## src/sv/sit_pkg.sv

```systemverilog
package sit_pkg;

  // Status codes of a result.
  localparam logic [1:0] ST_INSERTED = 2'd0;
  localparam logic [1:0] ST_FULL     = 2'd1;
  localparam logic [1:0] ST_ORDER    = 2'd2;

  // Controller states.
  typedef enum logic [4:0] {
    S_IDLE,
    S_CHECK,
    S_SRCH,
    S_SRCH_WAIT,
    S_SRCH_CMP,
    S_DECIDE,
    S_INS_START,
    S_NB_RD0,
    S_NB_RD1,
    S_NB_WAIT,
    S_SHIFT_RD,
    S_SHIFT_WR,
    S_INS_WR,
    S_MARK_RD,
    S_MARK_WR,
    S_RESULT
  } sit_state_t;

  // Datapath operations chosen by the controller.
  typedef enum logic [3:0] {
    OP_NONE,
    OP_LOAD,
    OP_SRCH_INIT,
    OP_SRCH_RD,
    OP_SRCH_STEP,
    OP_EMPTY_WR,
    OP_NB_RD0,
    OP_NB_RD1,
    OP_SHIFT_RD,
    OP_SHIFT_WR,
    OP_INS_WR,
    OP_MARK_RD,
    OP_MARK_WR,
    OP_RESULT
  } sit_op_t;

  // Commands from controller to datapath.
  typedef struct packed {
    sit_op_t    op;
    logic       srch_end;    // searching the end boundary
    logic       srch_from_p; // end search starts at start position
    logic       ins_end;     // inserting the end boundary
    logic       empty_second; // second write on an empty table
    logic [1:0] status;
  } sit_cmd_t;

  // Status from datapath to controller.
  typedef struct packed {
    logic order_bad;
    logic empty;
    logic equal;
    logic srch_done;
    logic found;
    logic fits;
    logic start_found;
    logic end_found;
    logic has_nb;      // insert position has two neighbours
    logic shift_done;
    logic mark_done;
  } sit_stat_t;

endpackage

```

## src/sv/sit_ctrl.sv

```systemverilog
module sit_ctrl (
  input  logic               clk,
  input  logic               rst_n,
  input  logic               in_valid,
  output logic               in_stall,
  output logic               out_valid,
  input  logic               out_stall,
  input  sit_pkg::sit_stat_t stat,
  output sit_pkg::sit_cmd_t  cmd,
  output logic               res_load
);
  import sit_pkg::*;

  sit_state_t state_r, state_nxt;
  logic       srch_end_r, srch_end_nxt;  // which boundary is searched
  logic       ins_end_r, ins_end_nxt;    // which boundary is inserted
  logic       scnd_r, scnd_nxt;          // second empty-table write
  logic [1:0] st_r, st_nxt;
  logic       ov_r, ov_nxt;              // result waiting in output register
  logic       after_p_r, after_p_nxt;    // end search starts at start position

  // Next state.
  always_comb begin
    state_nxt    = state_r;
    srch_end_nxt = srch_end_r;
    ins_end_nxt  = ins_end_r;
    scnd_nxt     = scnd_r;
    st_nxt       = st_r;
    unique case (state_r)
      S_IDLE: if (in_valid && !ov_r) state_nxt = S_CHECK;
      S_CHECK: begin
        scnd_nxt    = 1'b0;
        ins_end_nxt = 1'b0;
        st_nxt      = ST_INSERTED;
        if (stat.order_bad) begin
          st_nxt = ST_ORDER;
          state_nxt = S_RESULT;
        end else if (stat.empty) begin
          state_nxt = S_INS_START;
        end else begin
          srch_end_nxt = 1'b0;
          state_nxt    = S_SRCH;
        end
      end
      S_SRCH: state_nxt = S_SRCH_WAIT;
      S_SRCH_WAIT: begin
        if (stat.srch_done) begin
          if (!srch_end_r) begin
            srch_end_nxt = 1'b1;
            state_nxt    = S_SRCH;
          end else begin
            state_nxt = S_DECIDE;
          end
        end else begin
          state_nxt = S_SRCH_CMP;
        end
      end
      S_SRCH_CMP: state_nxt = S_SRCH_WAIT;
      S_DECIDE: begin
        if (!stat.fits) begin
          st_nxt    = ST_FULL;
          state_nxt = S_RESULT;
        end else if (!stat.start_found) begin
          ins_end_nxt = 1'b0;
          state_nxt   = S_NB_RD0;
        end else if (stat.equal) begin
          state_nxt = S_MARK_RD;
        end else begin
          state_nxt = S_INS_START; // end re-search from start position
        end
      end
      S_INS_START: begin
        if (stat.empty || scnd_r) begin
          // Empty table writes.
          if (!scnd_r && !stat.equal) begin
            scnd_nxt = 1'b1;
          end else begin
            state_nxt = S_RESULT;
          end
        end else begin
          srch_end_nxt = 1'b1;
          state_nxt    = S_SRCH;
        end
      end
      S_NB_RD0: state_nxt = S_NB_RD1;
      S_NB_RD1: state_nxt = S_NB_WAIT;
      S_NB_WAIT: state_nxt = S_SHIFT_RD;
      S_SHIFT_RD: state_nxt = stat.shift_done ? S_INS_WR : S_SHIFT_WR;
      S_SHIFT_WR: state_nxt = S_SHIFT_RD;
      S_INS_WR: begin
        if (!ins_end_r && !stat.equal) begin
          srch_end_nxt = 1'b1;
          state_nxt    = S_SRCH;
        end else begin
          state_nxt = S_MARK_RD;
        end
      end
      S_MARK_RD: state_nxt = stat.mark_done ? S_RESULT : S_MARK_WR;
      S_MARK_WR: state_nxt = S_MARK_RD;
      S_RESULT: state_nxt = S_IDLE;
      default: state_nxt = S_IDLE;
    endcase
    // The end re-search from the start position ends in insert or marking.
    if (state_r == S_SRCH_WAIT && stat.srch_done && srch_end_r && ins_end_r == 1'b0
        && after_p_r) begin
      state_nxt = stat.found ? S_MARK_RD : S_NB_RD0;
      ins_end_nxt = 1'b1;
    end
  end

  // Second search pass from the start position.
  always_comb begin
    after_p_nxt = after_p_r;
    if (state_r == S_CHECK) after_p_nxt = 1'b0;
    else if (state_r == S_DECIDE || state_r == S_INS_WR) after_p_nxt = 1'b1;
  end

  // Commands.
  always_comb begin
    cmd              = '0;
    cmd.op           = OP_NONE;
    cmd.srch_end     = srch_end_r;
    cmd.srch_from_p  = after_p_r;
    cmd.ins_end      = ins_end_r;
    cmd.empty_second = scnd_r;
    cmd.status       = st_r;
    res_load         = 1'b0;
    unique case (state_r)
      S_IDLE:      if (in_valid && !ov_r) cmd.op = OP_LOAD;
      S_SRCH:      cmd.op = OP_SRCH_INIT;
      S_SRCH_WAIT: if (!stat.srch_done) cmd.op = OP_SRCH_RD;
      S_SRCH_CMP:  cmd.op = OP_SRCH_STEP;
      S_INS_START: if (stat.empty || scnd_r) cmd.op = OP_EMPTY_WR;
      S_NB_RD0:    cmd.op = OP_NB_RD0;
      S_NB_RD1:    cmd.op = OP_NB_RD0;
      S_NB_WAIT:   cmd.op = OP_NB_RD1;
      S_SHIFT_RD:  if (!stat.shift_done) cmd.op = OP_SHIFT_RD;
      S_SHIFT_WR:  cmd.op = OP_SHIFT_WR;
      S_INS_WR:    cmd.op = OP_INS_WR;
      S_MARK_RD:   if (!stat.mark_done) cmd.op = OP_MARK_RD;
      S_MARK_WR:   cmd.op = OP_MARK_WR;
      S_RESULT: begin
        cmd.op   = OP_RESULT;
        res_load = 1'b1;
      end
      default: cmd.op = OP_NONE;
    endcase
  end

  // Output register occupancy.
  always_comb begin
    ov_nxt = ov_r;
    if (ov_r && !out_stall) ov_nxt = 1'b0;
    if (res_load) ov_nxt = 1'b1;
  end

  always_ff @(posedge clk) begin
    if (!rst_n) begin
      state_r    <= S_IDLE;
      srch_end_r <= 1'b0;
      ins_end_r  <= 1'b0;
      scnd_r     <= 1'b0;
      st_r       <= ST_INSERTED;
      ov_r       <= 1'b0;
      after_p_r  <= 1'b0;
    end else begin
      state_r    <= state_nxt;
      srch_end_r <= srch_end_nxt;
      ins_end_r  <= ins_end_nxt;
      scnd_r     <= scnd_nxt;
      st_r       <= st_nxt;
      ov_r       <= ov_nxt;
      after_p_r  <= after_p_nxt;
    end
  end

  assign in_stall  = (state_r != S_IDLE) || ov_r;
  assign out_valid = ov_r;

endmodule

```

## config.mk

```make
export PLATFORM = sky130hd
export DESIGN_NAME = sit_ctrl
export DESIGN_NICKNAME = d
export VERILOG_FILES = /design/src/sv/sit_pkg.sv /design/src/sv/sit_ctrl.sv
export SDC_FILE = /design/constraint.sdc
export NUM_CORES = 1
export LEC_CHECK = 0
export ABC_AREA = 1
export BUFFER_PORTS_ARGS = -buffer_cell sky130_fd_sc_hd__buf_2
export CELL_PAD_IN_SITES_DETAIL_PLACEMENT = 0
export CELL_PAD_IN_SITES_GLOBAL_PLACEMENT = 2
export CORE_MARGIN = 1.5
export CORE_UTILIZATION = 21
export CTS_BUF_LIST = sky130_fd_sc_hd__clkbuf_8 sky130_fd_sc_hd__clkbuf_16
export DETAILED_ROUTE_END_ITERATION = 16
export PLACE_DENSITY_LB_ADDON = 0.1
export SYNTH_ARGS = -nofsm -noshare
export SYNTH_HDL_FRONTEND = slang
export SYNTH_SLANG_ARGS = --single-unit
```

## constraint.sdc

```tcl
create_clock -name clk -period 1.5 [get_ports clk]
set_clock_uncertainty 0.1 [all_clocks]
set_input_delay 0.3 -clock clk [delete_from_list [all_inputs] [get_ports clk]]
set_output_delay 0.3 -clock clk [all_outputs]
set_load 0.02 [all_outputs]
```

==> summary.txt <==
Outcome
  • Status: complete, but fails checks
  • Violated checks: negative setup slack

Timing
  • Slew HR: 84.4%
  • Tightest Pin Transition: 0.233 ns
  • Setup violations, final: 10
  • Final Worst Setup Slack: -0.281 ns
  • Peak Freq: 561 MHz
  • Slew Viols, Final: 0
  • Hold Fails Final Rpt: 0
  • Unrepaired setup endpoints after global routing: true
  • Final period utilization: 119%
  • Final hold slack: 0.195 ns
  • Final worst path period need: 1.78 ns

Floorplan
  • Die ar.: 0.00472 mm²
  • Die Wd: 68.7 µm
  • # IOs: 28
  • Initial Util: 22.2%
  • Core area: 0.00409 mm²
  • # rows: 23
  • DIE HEIGHT: 68.7 µm

Critical path
  • Crit. End Element: output port
  • R2r endpoint: state_r[1]
  • FF-to-FF path depth: 11
  • CP Launch Point: state_r[1]
  • Slack of the worst reg-to-reg path: -0.14 ns
  • RR Startpoint: state_r[3]
  • Maximum fanout along the worst path: 4
  • WP data arrival: 1.38 ns
  • Crit Path Category: register to output port
  • CP Data Required Time: 1.10 ns
  • Crit start category: register
  • End point of the critical path: cmd[8]

Finish
  • Area Overhead vs Synth: 98.5%
  • Nets: 259
  • Most common cell after layout, fill and taps aside: buf_4
  • # diodes: 0
  • Layout cells sized above 1: 54.7%
  • Most frequent cells in the layout: buf_4 (46), nand2_1 (33), nor2_1 (21), buf_2 (19), inv_1 (18)

Clock network
  • Clk slew on worst S/H paths: 0.06 ns
  • CTS root buf: clkbuf_8
  • Maximum buffer depth of the clock tree: 2
  • CTS buffer count: 3
  • Sink Count: 11
  • H-tree Lvls: 1
  • Hold Buf Count CTS: 0
  • CTS tree: yes
  • Worst-Skew Late Latency: 0.24 ns

Power
  • Overall Power: 2570 µW
  • Pwr/cell area: 1430 mW/mm²
  • Leak Pwr: 0.000934 µW
  • Worst vdd ir: 0.000508 V

Worst hold path
  • Worst hold path type: primary input to register
  • Hold Path Stages: 3

Synthesis
  • Syn_area_per_cell: 5.37 µm²
  • Synthesized Nets: 184
  • Seq cells post-synth: 11
  • Synth unique cells: 16
  • Post-Syn Area: 907 µm²
  • Register area share after synthesis: 24.3%
  • Ys Warns: 0
  • Post-synthesis cell count: 169

Global route
  • First-pass GRT wire length: 5820 µm
  • Pin count of the biggest net entering global routing: 8
  • Number of global-route vias before repair: 1265
  • Global Route Usage Sum: 17.0%
  • Initial antenna violation count: 0
  • Total grt overflow: 0

Placed design
  • GP Congestion: 0.818
  • I/O Buffers: 25
  • DP Wirelength: 2910 µm

Routing
  • DRC violation count after routing: 0
  • First-pass DRT Iterations: 4
  • Vias: 1296
  • Final WL: 3710 µm
  • Drt initial violations: 24
  • Wire per inst: 12.7 µm
  • Antenna Nets Post-Route: 0
  • Via density: 4.42

Run
  • MaxCap Viol Count: 0
-- through the flow --
stage	area [µm²]	util (%)	setup WS (ns)	std cells	TNS, ns
after floorplan	937	-	-0.00547	169	-0.00547
after global placement	1380	33.8	-0.128	278	-0.515
after detailed placement	1380	33.8	-0.130	278	-0.553
after CTS	1620	39.5	-0.272	288	-1.33
after global routing	1800	44.1	-0.328	293	-2.08
final	1800	44.1	-0.281	293	-1.41
-- metal layers --
layer / up-vias / share of wire [%] / global-route usage, %
li1: 683 / - / -
met1: 586 / 50 / 22.9
met2: 23 / 47 / 29.0
met3: 4 / 2.9 / 1.95
met4: 0 / 0.92 / 3.68
met5: - / 0 / 0
-- what timing repair did --
item,4_1_cts,5_1_grt
resized for setup,51,40
setup endpoints to repair,12,14
hold endpoints to repair,0,0
pin swaps,13,15
setup buffers,8,5
-- cell type report --
type                    instances  area [µm²]
clock buffers                   3        41.3
clock inverters                 1        3.75
fillers                       438        2290
inverters                      23        96.3
multi-input cells             131         820
flip-flops and latches         11         235
well taps                      50        62.6
repair buffers                 74         542
-- power breakdown --
| group | internal [µW] | switching (µW) | total [µW] |
|---|---|---|---|
| combinational | 833 | 930 | 1760 |
| sequential | 376 | 129 | 505 |
| clock | 181 | 124 | 305 |
-- logic make-up after synthesis --
logic type	count (synthesis)	share of synthesized area [%]
buf+inv	27	12.8
simple gates	113	52.8
compound gates	18	10.1
flops	11	24.3
-- sequential cells by signal (all words and copies together) (netlist names) --
register    flops
after_p_r       1
state_r         4
scnd_r          1
st_r            2
ins_end_r       1
srch_end_r      1
out_valid       1
-- worst max-delay path, stage by stage (launching register included) --
cell	delay (ns)
dfxtp_4	0.39
buf_6	0.12
nand2_8	0.06
nor2_4	0.14
nand2_4	0.08
buf_6	0.12
nand4_1	0.10
buf_6	0.13
-- cell usage after synthesis --
| library cell | instances | area, µm² |
|---|---|---|
| a21oi_1 | 9 | 45.0 |
| a31oi_1 | 1 | 6.26 |
| and2_1 | 1 | 6.26 |
| buf_4 | 4 | 30.0 |
| clkinv_1 | 1 | 3.75 |
| dfxtp_1 | 11 | 220 |
| inv_1 | 22 | 82.6 |
| nand2_1 | 48 | 180 |
| nand3_1 | 14 | 70.1 |
| nand4_1 | 4 | 25.0 |
| nor2_1 | 38 | 143 |
| nor2_2 | 1 | 6.26 |
| nor2_4 | 2 | 22.5 |
| nor3_1 | 4 | 20.0 |
| o21ai_0 | 8 | 40.0 |
| or2_2 | 1 | 6.26 |
-- worst min-delay path by stage --
stage,from,end
finish,out_stall,out_valid
floorplan,rst_n,state_r[1]
global placement,st_r[0],st_r[0]
CTS,out_stall,out_valid
global route,rst_n,state_r[1]
detailed placement,st_r[0],st_r[0]
No activity file was read; power rests on OpenSTA's default activity.
